**src/hdl/svn_pkg.sv**
```systemverilog
package svn_pkg;

    localparam int LOGIT_W = 16;
    localparam int EXP_W   = 32;
    localparam int SUM_W   = 38;
    localparam int PROB_W  = 16;
    localparam int LEN_W   = 7;

    localparam logic [16:0] LOG2E_Q16 = 17'd94548;
    localparam logic [15:0] C1_Q16    = 16'd43025;
    localparam logic [14:0] C2_Q16    = 15'd22511;

    // Back-end sequencer states
    typedef enum logic [1:0] {
        BK_IDLE,
        BK_READ,
        BK_DIV,
        BK_OUT
    } bk_state_t;

    // Command from the front end to the back end
    typedef struct packed {
        logic [LEN_W-1:0] count;
        logic [SUM_W-1:0] sum;
    } vec_cmd_t;

endpackage

```
**src/hdl/svn_ram.sv**
```systemverilog
module svn_ram #(
    parameter int WIDTH = 32,
    parameter int DEPTH = 64
) (
    input  logic                     clk,
    input  logic                     we,
    input  logic [$clog2(DEPTH)-1:0] waddr,
    input  logic [WIDTH-1:0]         wdata,
    input  logic [$clog2(DEPTH)-1:0] raddr,
    output logic [WIDTH-1:0]         rdata
);

    logic [WIDTH-1:0] mem [DEPTH];

    // Write one entry, register the read
    always_ff @(posedge clk)
    begin
        if (we)
        begin
            mem[waddr] <= wdata;
        end
        rdata <= mem[raddr];
    end

endmodule

```
**src/hdl/svn_front.sv**
```systemverilog
module svn_front #(
    parameter int MAX_LENGTH = 64
) (
    input  logic                              clk,
    input  logic                              rst_n,
    input  logic                              in_valid,
    output logic                              in_stall,
    input  logic [svn_pkg::LOGIT_W-1:0]       logit,
    input  logic [svn_pkg::LEN_W-1:0]         vector_length,
    output logic                              wr_en,
    output logic [$clog2(MAX_LENGTH)-1:0]     wr_addr,
    output logic [svn_pkg::EXP_W-1:0]         wr_data,
    output logic                              cmd_valid,
    input  logic                              cmd_stall,
    output svn_pkg::vec_cmd_t                 cmd
);
    import svn_pkg::*;

    localparam int AW = $clog2(MAX_LENGTH);
    localparam logic [LEN_W-1:0] MAX_L = LEN_W'(MAX_LENGTH);

    // Stage 1: product of logit and log2(e)
    logic              s1_vld_reg;
    logic signed [33:0] s1_t_reg;
    // Stage 2: mantissa terms
    logic              s2_vld_reg;
    logic signed [5:0] s2_n_reg;
    logic [15:0]       s2_f_reg;
    logic [31:0]       s2_ff_reg;
    // Stage 3: mantissa products
    logic              s3_vld_reg;
    logic signed [5:0] s3_n_reg;
    logic [16:0]       s3_lin_reg;
    logic [15:0]       s3_sq_reg;

    logic [LEN_W-1:0]  count_reg, count_next;
    logic [SUM_W-1:0]  sum_reg, sum_next;
    logic              busy;
    logic              pend_reg;

    // Front pipeline runs one item at a time while the back end owns the store
    assign busy     = s1_vld_reg | s2_vld_reg | s3_vld_reg | pend_reg;
    assign in_stall = busy | cmd_stall;

    always_ff @(posedge clk or negedge rst_n)
    begin
        if (!rst_n)
        begin
            s1_vld_reg <= 1'b0;
            s2_vld_reg <= 1'b0;
            s3_vld_reg <= 1'b0;
        end
        else
        begin
            s1_vld_reg <= in_valid & ~in_stall;
            s2_vld_reg <= s1_vld_reg;
            s3_vld_reg <= s2_vld_reg;
        end
    end

    // Advance the exponent pipeline
    always_ff @(posedge clk)
    begin
        s1_t_reg   <= $signed(logit) * $signed({1'b0, LOG2E_Q16});
        s2_n_reg   <= s1_t_reg[33:28];
        s2_f_reg   <= s1_t_reg[27:12];
        s2_ff_reg  <= s1_t_reg[27:12] * s1_t_reg[27:12];
        s3_n_reg   <= s2_n_reg;
        s3_lin_reg <= 17'((32'(s2_f_reg) * C1_Q16) >> 16);
        s3_sq_reg  <= 16'((48'(s2_ff_reg) * C2_Q16) >> 32);
    end

    // Scale mantissa by 2^(n+4) with saturation
    logic [17:0]       mant;
    logic signed [6:0] sh;
    logic [63:0]       wide;
    logic [EXP_W-1:0]  exp_val;
    always_comb
    begin
        mant = 18'd65536 + 18'(s3_lin_reg) + 18'(s3_sq_reg);
        sh   = 7'(s3_n_reg) + 7'sd4;
        wide = '0;
        if (sh >= 0)
        begin
            wide = 64'(mant) << sh[4:0];
        end
        else
        begin
            wide = 64'(mant) >> 7'(-sh);
        end
        if (sh > 7'sd31 || wide[63:32] != '0)
        begin
            exp_val = '1;
        end
        else
        begin
            exp_val = wide[31:0];
        end
    end

    logic [LEN_W-1:0] eff_len;
    always_comb
    begin
        if (vector_length == '0)
        begin
            eff_len = LEN_W'(1);
        end
        else if (vector_length > MAX_L)
        begin
            eff_len = MAX_L;
        end
        else
        begin
            eff_len = vector_length;
        end
    end

    logic do_store;
    logic done;
    assign do_store = s3_vld_reg && (count_reg < MAX_L);
    assign wr_en    = do_store;
    assign wr_addr  = count_reg[AW-1:0];
    assign wr_data  = exp_val;

    always_comb
    begin
        count_next = count_reg;
        sum_next   = sum_reg;
        if (do_store)
        begin
            count_next = count_reg + LEN_W'(1);
            sum_next   = sum_reg + SUM_W'(exp_val);
        end
        done = s3_vld_reg && (count_next >= eff_len);
    end

    // Hold a finished vector until the back end takes it
    always_ff @(posedge clk or negedge rst_n)
    begin
        if (!rst_n)
        begin
            count_reg <= '0;
            sum_reg   <= '0;
            pend_reg  <= 1'b0;
        end
        else if (done)
        begin
            count_reg <= count_next;
            sum_reg   <= sum_next;
            pend_reg  <= 1'b1;
        end
        else if (pend_reg && !cmd_stall)
        begin
            count_reg <= '0;
            sum_reg   <= '0;
            pend_reg  <= 1'b0;
        end
        else
        begin
            count_reg <= count_next;
            sum_reg   <= sum_next;
        end
    end

    assign cmd_valid = pend_reg;
    assign cmd.count = count_reg;
    assign cmd.sum   = sum_reg;

endmodule

```
**src/hdl/svn_back.sv**
```systemverilog
module svn_back #(
    parameter int MAX_LENGTH = 64
) (
    input  logic                          clk,
    input  logic                          rst_n,
    input  logic                          cmd_valid,
    output logic                          cmd_stall,
    input  svn_pkg::vec_cmd_t             cmd,
    output logic [$clog2(MAX_LENGTH)-1:0] rd_addr,
    input  logic [svn_pkg::EXP_W-1:0]     rd_data,
    output logic                          out_valid,
    input  logic                          out_stall,
    output logic [svn_pkg::PROB_W-1:0]    probability,
    output logic                          last_of_vector
);
    import svn_pkg::*;

    localparam int AW   = $clog2(MAX_LENGTH);
    localparam int NUMW = EXP_W + 16;
    localparam int QW   = 17;

    bk_state_t        state_reg, state_next;
    vec_cmd_t         cmd_reg;
    logic [LEN_W-1:0] idx_reg, idx_next;
    logic [SUM_W:0]   rem_reg, rem_next;
    logic [QW-1:0]    q_reg, q_next;
    logic [4:0]       bit_reg, bit_next;
    logic [NUMW-1:0]  num_reg, num_next;
    logic             take;

    // Address the store with the next index so the registered read lines up
    assign take      = (state_reg == BK_IDLE) && cmd_valid;
    assign cmd_stall = (state_reg != BK_IDLE);
    assign rd_addr   = idx_next[AW-1:0];

    always_ff @(posedge clk or negedge rst_n)
    begin
        if (!rst_n)
        begin
            state_reg <= BK_IDLE;
            idx_reg   <= '0;
        end
        else
        begin
            state_reg <= state_next;
            idx_reg   <= idx_next;
        end
    end

    always_ff @(posedge clk)
    begin
        if (take)
        begin
            cmd_reg <= cmd;
        end
        rem_reg <= rem_next;
        q_reg   <= q_next;
        bit_reg <= bit_next;
        num_reg <= num_next;
    end

    // Restoring division, one quotient bit a cycle (quotient capped at 17 bits)
    logic [SUM_W:0] trial;
    always_comb
    begin
        state_next = state_reg;
        idx_next   = idx_reg;
        rem_next   = rem_reg;
        q_next     = q_reg;
        bit_next   = bit_reg;
        num_next   = num_reg;
        trial      = '0;
        case (state_reg)
            BK_IDLE:
            begin
                idx_next = '0;
                if (cmd_valid)
                begin
                    state_next = BK_READ;
                end
            end
            BK_READ:
            begin
                state_next = BK_DIV;
                num_next   = {rd_data, 16'd0};
                rem_next   = (SUM_W+1)'({rd_data, 16'd0} >> QW);
                q_next     = '0;
                bit_next   = 5'(QW - 1);
            end
            BK_DIV:
            begin
                trial = {rem_reg[SUM_W-1:0], num_reg[bit_reg]};
                if (trial >= {1'b0, cmd_reg.sum})
                begin
                    rem_next = trial - {1'b0, cmd_reg.sum};
                    q_next   = {q_reg[QW-2:0], 1'b1};
                end
                else
                begin
                    rem_next = trial;
                    q_next   = {q_reg[QW-2:0], 1'b0};
                end
                if (bit_reg == '0)
                begin
                    state_next = BK_OUT;
                end
                else
                begin
                    bit_next = bit_reg - 5'd1;
                end
            end
            BK_OUT:
            begin
                if (!out_stall)
                begin
                    if (idx_reg + LEN_W'(1) >= cmd_reg.count)
                    begin
                        state_next = BK_IDLE;
                    end
                    else
                    begin
                        idx_next   = idx_reg + LEN_W'(1);
                        state_next = BK_READ;
                    end
                end
            end
            default:
            begin
                state_next = BK_IDLE;
            end
        endcase
    end

    // Saturate when the top quotient bit is set; a zero sum gives zero
    logic over;
    assign over = (rem_reg == '0) ? 1'b0 : 1'b0;
    assign out_valid      = (state_reg == BK_OUT);
    assign probability    = (cmd_reg.sum == '0) ? '0 :
                            (q_reg[QW-1] || over) ? 16'hFFFF : q_reg[15:0];
    assign last_of_vector = (idx_reg + LEN_W'(1) >= cmd_reg.count);

endmodule

```
**src/hdl/softmax_vector_normalizer_core.sv**
```systemverilog
// Flow: an accepted item passes stages s1, s2 and s3 and is then written to the
//   store; once a vector is complete, the back end reads, divides and raises
//   out_valid for its first result. The front end takes one item at a time and
//   holds input off while the back end drains the store; each result takes a store
//   read, the 17-step restoring divider and output, plus any output stall.
// Reset: rst_n clears count, sum and sequencers; vector_length returns to 64.
module softmax_vector_normalizer_core #(
    parameter int MAX_LENGTH = 64
) (
    input  logic                           clk,
    input  logic                           rst_n,
    input  logic                           in_valid,
    output logic                           in_stall,
    input  logic [svn_pkg::LOGIT_W-1:0]    logit,
    output logic                           out_valid,
    input  logic                           out_stall,
    output logic [svn_pkg::PROB_W-1:0]     probability,
    output logic                           last_of_vector,
    input  logic                           cfg_we,
    input  logic [svn_pkg::LEN_W-1:0]      cfg_wdata
);
    import svn_pkg::*;

    localparam int AW = $clog2(MAX_LENGTH);

    logic [LEN_W-1:0] vlen_reg;
    logic             wr_en;
    logic [AW-1:0]    wr_addr, rd_addr;
    logic [EXP_W-1:0] wr_data, rd_data;
    logic             cmd_valid, cmd_stall;
    vec_cmd_t         cmd;

    // Hold the vector length register
    always_ff @(posedge clk or negedge rst_n)
    begin
        if (!rst_n)
        begin
            vlen_reg <= LEN_W'(64);
        end
        else if (cfg_we)
        begin
            vlen_reg <= cfg_wdata;
        end
    end

    svn_front #(.MAX_LENGTH(MAX_LENGTH)) u_front (
        .clk, .rst_n, .in_valid, .in_stall, .logit,
        .vector_length(vlen_reg),
        .wr_en, .wr_addr, .wr_data, .cmd_valid, .cmd_stall, .cmd
    );

    svn_ram #(.WIDTH(EXP_W), .DEPTH(MAX_LENGTH)) u_store (
        .clk, .we(wr_en), .waddr(wr_addr), .wdata(wr_data),
        .raddr(rd_addr), .rdata(rd_data)
    );

    svn_back #(.MAX_LENGTH(MAX_LENGTH)) u_back (
        .clk, .rst_n, .cmd_valid, .cmd_stall, .cmd, .rd_addr, .rd_data,
        .out_valid, .out_stall, .probability, .last_of_vector
    );

endmodule

```
**config.mk**
```make
export PLATFORM = sky130hd
export DESIGN_NAME = softmax_vector_normalizer_core
export DESIGN_NICKNAME = d
export VERILOG_FILES = /design/src/hdl/svn_pkg.sv /design/src/hdl/svn_ram.sv /design/src/hdl/svn_front.sv /design/src/hdl/svn_back.sv /design/src/hdl/softmax_vector_normalizer_core.sv
export SDC_FILE = /design/constraint.sdc
export NUM_CORES = 2
export LEC_CHECK = 0
export ABC_CLOCK_PERIOD_IN_PS = 11540
export CAP_MARGIN = 20
export CORE_MARGIN = 2
export CORE_UTILIZATION = 40
export CTS_CLUSTER_DIAMETER = 30
export DETAILED_ROUTE_END_ITERATION = 8
export DONT_BUFFER_PORTS = 1
export PLACE_DENSITY_LB_ADDON = 0.05
export SLEW_MARGIN = 20
export SYNTH_ARGS = -nofsm -noshare
export SYNTH_HDL_FRONTEND = slang
export SYNTH_SLANG_ARGS = --single-unit
```
**constraint.sdc**
```tcl
create_clock -name clk -period 11.54 [get_ports clk]
set_input_delay 0.577 -clock clk [delete_from_list [all_inputs] [get_ports clk]]
set_output_delay 0.577 -clock clk [all_outputs]
set_load 0.02 [all_outputs]
```
After elaboration in Yosys (flattened, before gate mapping)
Memory sizes are Yosys's and may differ from the RTL's. A register that Yosys moved wholly into a read port is not among the register bits.
Cells that the tools add are included.
{ "totals": {"inputBits": 28, "ramBits": 2048, "elab_cells": 111, "register_bits": 309, "memories": 1, "output_inout_bits": 19} }
{ "memory_table": {"columns": ["name", "depth", "word_bits", "rd", "rd_ports_with_merged_regs", "write_ports", "line_no", "rtl"], "rows": [
  ["u_store.mem", 64, 32, 1, 1, 1, "svn_ram.sv:13", "logic [WIDTH-1:0] mem [DEPTH];"]
]} }
{ "classes": {"n_shift": 2, "n_mul": 4, "n_lt_le_gt_ge": 8, "reduce_logical": 18, "eq_ne": 8, "bitwise_logic": 6, "n_mux": 32, "addsub": 9} }
{ "ops": {"columns": ["op", "n"], "rows": [
  ["2-to-1 mux 38 bit", 4],
  ["one-hot mux 38 bit (2 select lines)", 1],
  ["multiplier 16 x 16 -> 32 bit, second input constant", 2],
  ["2-to-1 mux 64 bit", 1],
  ["<< shifter 18 x 5 -> 64 bit", 1],
  ["right shift 18 x 7 -> 64 bit", 1],
  ["2-to-1 mux 7 bit", 7],
  ["multiplier 32 x 15 -> 47 bit, second input constant", 1],
  [">= comparator 39 x 38 -> 1 bit", 1],
  ["adder 38 x 32 -> 38 bit", 1],
  ["logical NOT 38 bit", 1],
  ["subtractor 38 bit", 1],
  ["one-hot mux 17 bit (2 select lines)", 1],
  ["multiplier 16 x 16 -> 32 bit", 1],
  ["2-to-1 mux 16 bit", 2],
  ["2-to-1 mux 32 bit", 1],
  ["nonzero test 32 bit", 1],
  ["adder 17 x 16 -> 18 bit, first input constant", 1],
  ["adder 18 x 15 -> 18 bit", 1],
  ["adder 7 x 1 -> 7 bit, second input constant", 2],
  [">= comparator 7 bit", 2],
  ["one-hot mux 7 bit (2 select lines)", 1],
  ["one-hot mux 5 bit (2 select lines)", 1],
  ["!= test 2 bit, second input constant", 4],
  ["other kinds (28)", 47]
]} }

Longest topological paths before layout
{ "depth": {"ltp_word": 11, "depth_mapped": 29, "depth_no_buf": 27} }

Cells and area by module
A second synthesis with hierarchy kept.
{ "hier_totals": {"hier_cells": 7751, "area_unflattened_um2": 120015.1} }
{ "by_module_without_submodules": {"columns": ["mod", "area_each_um2", "cells_each", "seq_area_each_um2", "instances"], "rows": [
  ["svn_ram", 78515.3, 3324, 62139.6, 1],
  ["svn_front", 33120.5, 3601, 3448.3, 1],
  ["svn_back", 8086.5, 811, 3858.7, 1],
  ["softmax_vector_normalizer_core", 292.8, 15, 176.4, 1]
]} }

Least setup slack after synthesis
Ideal clock, no wire load.
{ "synth_timing": {"path_type": "register -> register", "start": "reg u_front.s3_sq_reg[0]", "end": "reg u_front.sum_reg[37]", "path_buffers": 2, "arrival_time_ns": 8.039, "slack_ns": 3.369, "required_time_ns": 11.408, "stages_incl_launch_ff": 29, "synth_period_minus_slack_ns": 8.171, "setup_ns": 0.132, "cell_sequence": "dfxtp_1 ha_1 inv_1 fa_1 nor2b_1 o31a_1 o221ai_1 a21oi_1 xor2_1 mux4_2 nor3_1 a221oi_1 a2111oi_2 and4b_1 buf_2 buf_4 a21oi_1 ha_1 a21o_1 a21o_1 a2111oi_0 o21bai_1 a31o_2 a41oi_1 o21ai_0 a2111oi_0 nor4_1 xnor2_1 nor2_1"} }
{ "synth_via": {"elab_chain_cells": 10, "word_cells_on_any_way": 11, "cone_classes": "2 x add/sub; 2 x shift; 5 x mux; 2 x reduce/logical"} }
{ "synth_rtl": {"columns": ["item", "line_no", "rtl"], "rows": [
  ["start: declaration", "svn_front.sv:34", "logic [15:0] s3_sq_reg;"],
  ["start signal: assignment", "svn_front.sv:70", "s3_sq_reg <= 16'((48'(s2_ff_reg) * C2_Q16) >> 32);"],
  ["adder 18 x 15 -> 18 bit (*)", "svn_front.sv:80", "mant = 18'd65536 + 18'(s3_lin_reg) + 18'(s3_sq_reg);"],
  ["right shift 18 x 7 -> 64 bit or << shifter 18 x 5 -> 64 bit (tied branches)", "svn_front.sv:89, svn_front.sv:85", null],
  ["2-to-1 mux 64 bit (*)", "svn_front.sv:83", "if (sh >= 0)"],
  ["nonzero test 32 bit", "svn_front.sv:91", "if (sh > 7'sd31 || wide[63:32] != '0)"],
  ["logical OR 1 bit", "svn_front.sv:91", null],
  ["2-to-1 mux 32 bit (*)", "svn_front.sv:91", null],
  ["via u_front.wr_data (one bit)", "svn_front.sv:12", "output logic [svn_pkg::EXP_W-1:0] wr_data,"],
  ["adder 38 x 32 -> 38 bit (*)", "svn_front.sv:132", "sum_next = sum_reg + SUM_W'(exp_val);"],
  ["2-to-1 mux 38 bit (*)", "svn_front.sv:129", "if (do_store)"],
  ["2-to-1 mux 38 bit", "svn_front.sv:152", "else if (pend_reg && !cmd_stall)"],
  ["2-to-1 mux 38 bit (*)", "svn_front.sv:146", "else if (done)"],
  ["end signal: assignment", "svn_front.sv:149", "sum_reg <= sum_next;"],
  ["end signal: assignment", "svn_front.sv:161", "sum_reg <= sum_next;"],
  ["end: declaration", "svn_front.sv:37", "logic [SUM_W-1:0] sum_reg, sum_next;"]
]} }
The timed path passes the listed nets; every way through them passes the cells marked *.
A chain may end at the register's enable or synchronous reset.

Final worst setup path
{ "layout_timing": {"start": "reg u_front.s3_sq_reg[0]", "end": "reg u_front.sum_reg[35]"} }
Same word-level chain as after synthesis.

==> flow_metrics.tcl <==
set metrics [dict create \
    cts-buffers-inserted 544 \
    largest_register_ffs 2048 \
    setup.worst_path.start_class "flop" \
    final_max_slew_viol_count 0 \
    numPortBuffers 0 \
    finalHoldViolations 0 \
    finalWorstPathRequiredPeriod_ns 9.05 \
    post_synth_inst_count 9477 \
    cts-root-to-sink-buffers 4 \
    floorplan.initialDensity_pct 40.2 \
    clock.fmax_mhz 111 \
    final_layout_size_suffix_gt1_share_pct 13.3 \
    layout.nets 11000 \
    viasPerCell 5.58 \
    syn-mean-instance-area_um2 12.8 \
    reg2regPathDepth 26 \
    classification_of_the_worst_setup_path "flop to flop" \
    hold_path_startpoint "logit[15]" \
    max_cap_violations 0 \
    setup.worst_path.end_class "flop" \
    gp_routability_congestion 0.868 \
    timing.setup.tns_ns 0 \
    end_point_of_the_most_critical_hold_path "u_front.s1_t_reg[33]$_DFF_P_" \
    synth.cell_area_mm2 0.122 \
    grt_max_degree 109 \
    required_time_of_the_critical_path_ns 12.35 \
    clk_pin_slew_ns 0.04 \
    async_set_or_reset_flop_fraction_in_the_synthesized_netlist_pct 2.73 \
    postCtsSetupRepairBufs 0 \
    clock_latency_ns 1.03 \
    synth_enable_flop_cells 2169 \
    worstMarginPinSlew_ns 1.22 \
    horizontal_extent_of_the_die_um 555 \
    synth_warnings 0 \
    ctsHtreeMaxLevel 6 \
    areaGrowthSynthToFinish_pct 20.7 \
    grt_pass1_wl_um 582000 \
    final_period_utilization_pct 78.4 \
    yosysSeqAreaShare_pct 57.3 \
    cts_tree "done" \
    half_perimeter_wire_length_after_placement_um 248000 \
    via_count_of_the_first_global_routing_pass 81600 \
    worst_clock_skew_ns 0.109 \
    io_pins 47 \
    min_path_type "input port to flop" \
    n_fill_cell 26700 \
    drc 0 \
    clock_sink_count 2377 \
    worst_hold_path.num_cells 3 \
    number_of_antenna_violations_at_the_first_check_in_global_routing 37 \
    drt_first_iter_violations 6766 \
    drtPass1Iterations 6 \
    grt_overflow_total 0 \
    grt_setup_unrepaired "no" \
    ys_ff_latch 2377 \
    grt.total_usage_pct 25.9 \
    rr_endpoint "u_front.sum_reg[35]$_DFF_PN0_" \
    ff2ff_setup_slack_ns 2.49 \
    root_buffer_master "clkbuf_16" \
    placement_rows 202 \
    route.detailed.wl_per_inst_um 28.0 \
    finalSetupViolations 0 \
    dieArea_mm2 0.308 \
    worstPathMaxFanout 65 \
    slew_headroom_pct 17.9 \
    total_wire_length_um 402000 \
    remaining_antenna_violation_count 0 \
    ys.flop_type "edfxtp_1" \
    core_mm2 0.303 \
    worst_ep_arrival_time_ns 9.85 \
    synth_cell_types 87 \
    run_status "finished clean" \
    chipHeight_um 555 \
    vias 80000 \
    r2r-start "u_front.s3_sq_reg[0]$_DFF_P_" \
]
[metal layers]
metal | up-vias | global-route usage [%] | wire length, um
met1 | 41400 | 35.5 | 175000
met4 | 8 | 9.43 | 13700
met3 | 589 | 3.64 | 23300
met5 | - | 0 | 58
met2 | 2543 | 42.2 | 190000
li1 | 35500 | - | -
[logic make-up after synthesis]
| family | Yosys count | synth area share, % |
|---|---|---|
| other | 2 | 0.00618 |
| multiplexers | 355 | 3.89 |
| flip-flops | 2377 | 57.3 |
| adder cells (fa/ha/maj) | 1133 | 14.9 |
| XOR/XNOR | 187 | 1.35 |
| AO/OA/AOI/OAI | 1648 | 9.31 |
| buffers and inverters | 1401 | 4.44 |
| AND/OR/NAND/NOR | 2374 | 8.84 |
[what timing repair did]
action / in CTS / in global routing
resized for setup: 0 / 0
setup endpoints to repair: 0 / 0
hold buffers: 12 / 0
endpoints found under the hold margin: 76 / 0
[final cells by class]
cell class	count	area, um2	share of cell area [%]
diodes	130	325	0.222
clock buffers	652	14400	9.84
clock inverters	333	4200	2.86
inverters	928	3500	2.39
multi-input cells	5700	47600	32.4
flip-flops and latches	2377	69600	47.4
well taps	3978	4980	3.39
repair buffers	252	2090	1.43
[cell usage in the layout, fill, tap and decap left out, types with 225 or more instances in the layout]
| cell | netlist | final |
|---|---|---|
| a21oi_1 | 300 | 279 |
| and3_1 | 243 | 243 |
| edfxtp_1 | 2169 | 2169 |
| buf_4 | 9 | 227 |
| a211oi_1 | 255 | 255 |
| clkbuf_16 | 0 | 555 |
| mux2i_1 | 242 | 242 |
| nor2_1 | 404 | 335 |
| nand2_1 | 1119 | 1118 |
| fa_1 | 527 | 527 |
| inv_1 | 924 | 922 |
| ha_1 | 606 | 604 |
| a31oi_1 | 230 | 225 |
[through the flow]
stage / util, % / std cells / area (um2) / hold slack [ns] / setup WS [ns]
floorplan: - / 9478 / 122000 / 0.281 / 3.37
global placement: 42.1 / 13200 / 128000 / 0.284 / 2.74
detailed placement: 42.2 / 13200 / 128000 / 0.284 / 2.55
CTS: 48.4 / 14200 / 146000 / 0.00889 / 2.56
global route: 48.5 / 14300 / 147000 / 0.0820 / 1.91
finish: 48.5 / 14400 / 147000 / 0.0946 / 2.49
[worst max path at each step]
stage	start	to	slack (ns)	cells after the start
2_1_floorplan	u_front.s3_sq_reg[0]$_DFF_P_	u_front.sum_reg[37]$_DFF_PN0_	3.37	28
3_3_place_gp	u_front.s3_sq_reg[0]$_DFF_P_	u_front.sum_reg[37]$_DFF_PN0_	2.74	26
3_5_place_dp	u_front.s3_sq_reg[0]$_DFF_P_	u_front.sum_reg[35]$_DFF_PN0_	2.55	26
4_1_cts	u_front.s3_sq_reg[0]$_DFF_P_	u_front.sum_reg[35]$_DFF_PN0_	2.56	26
5_1_grt	u_front.s3_sq_reg[0]$_DFF_P_	u_front.sum_reg[35]$_DFF_PN0_	1.91	26
6_report	u_front.s3_sq_reg[0]$_DFF_P_	u_front.sum_reg[35]$_DFF_PN0_	2.49	26
[synth_stat cells, types with 17 or more instances]
cell type	number	area share (%)
a311oi_1	54	0.39
nor2b_1	44	0.23
nand2b_1	36	0.19
mux2_2	21	0.19
a32oi_1	35	0.25
a21oi_1	300	1.2
a21o_1	80	0.49
and3_1	243	1.3
nand2_1	1119	3.5
xor2_1	52	0.37
mux4_2	92	1.7
o21bai_1	18	0.11
o211ai_1	79	0.49
or2_2	17	0.087
o22ai_1	30	0.15
fa_1	527	8.7
buf_2	86	0.35
dfrtp_1	64	1.3
nand3_1	216	0.89
edfxtp_1	2169	54
o2111ai_1	67	0.48
and2_1	86	0.44
dfxtp_1	143	2.4
a31oi_1	230	1.2
buf_1	38	0.12
o21ai_0	217	0.89
clkbuf_1	340	1.0
mux2i_1	242	2.0
nor3_1	60	0.25
xnor2_1	135	0.97
a221oi_1	108	0.78
nand4_1	41	0.21
or3_1	58	0.30
ha_1	606	6.2
nor2_1	404	1.2
inv_1	924	2.9
nor4_1	22	0.11
a211oi_1	255	1.6
o21a_1	30	0.19
[worst max-delay path, stage by stage, from the launching register on]
cell and delay, ns:
dfxtp_1 0.31, ha_1 0.19, inv_1 0.07, fa_1 0.41, nor2b_1 0.25, o31a_1 0.30
o221ai_1 0.17, a21oi_1 0.35, mux2_2 0.47, o21ai_0 0.66, a22o_1 0.25, o21ai_0 0.17
o21ai_0 0.22, and4b_2 0.60, buf_4 0.52, a21oi_4 0.08, buf_4 0.36, ha_1 0.46
a2111oi_0 0.47, o21bai_1 0.24, a31o_2 0.34, a41oi_1 0.43, o21ai_0 0.32, a2111oi_0 0.83
nor3_1 0.14, xnor2_1 0.20, nor2_1 0.06
Power is not shown: default switching activity piles up to over one toggle a cycle in this logic, so the estimate is an artifact.
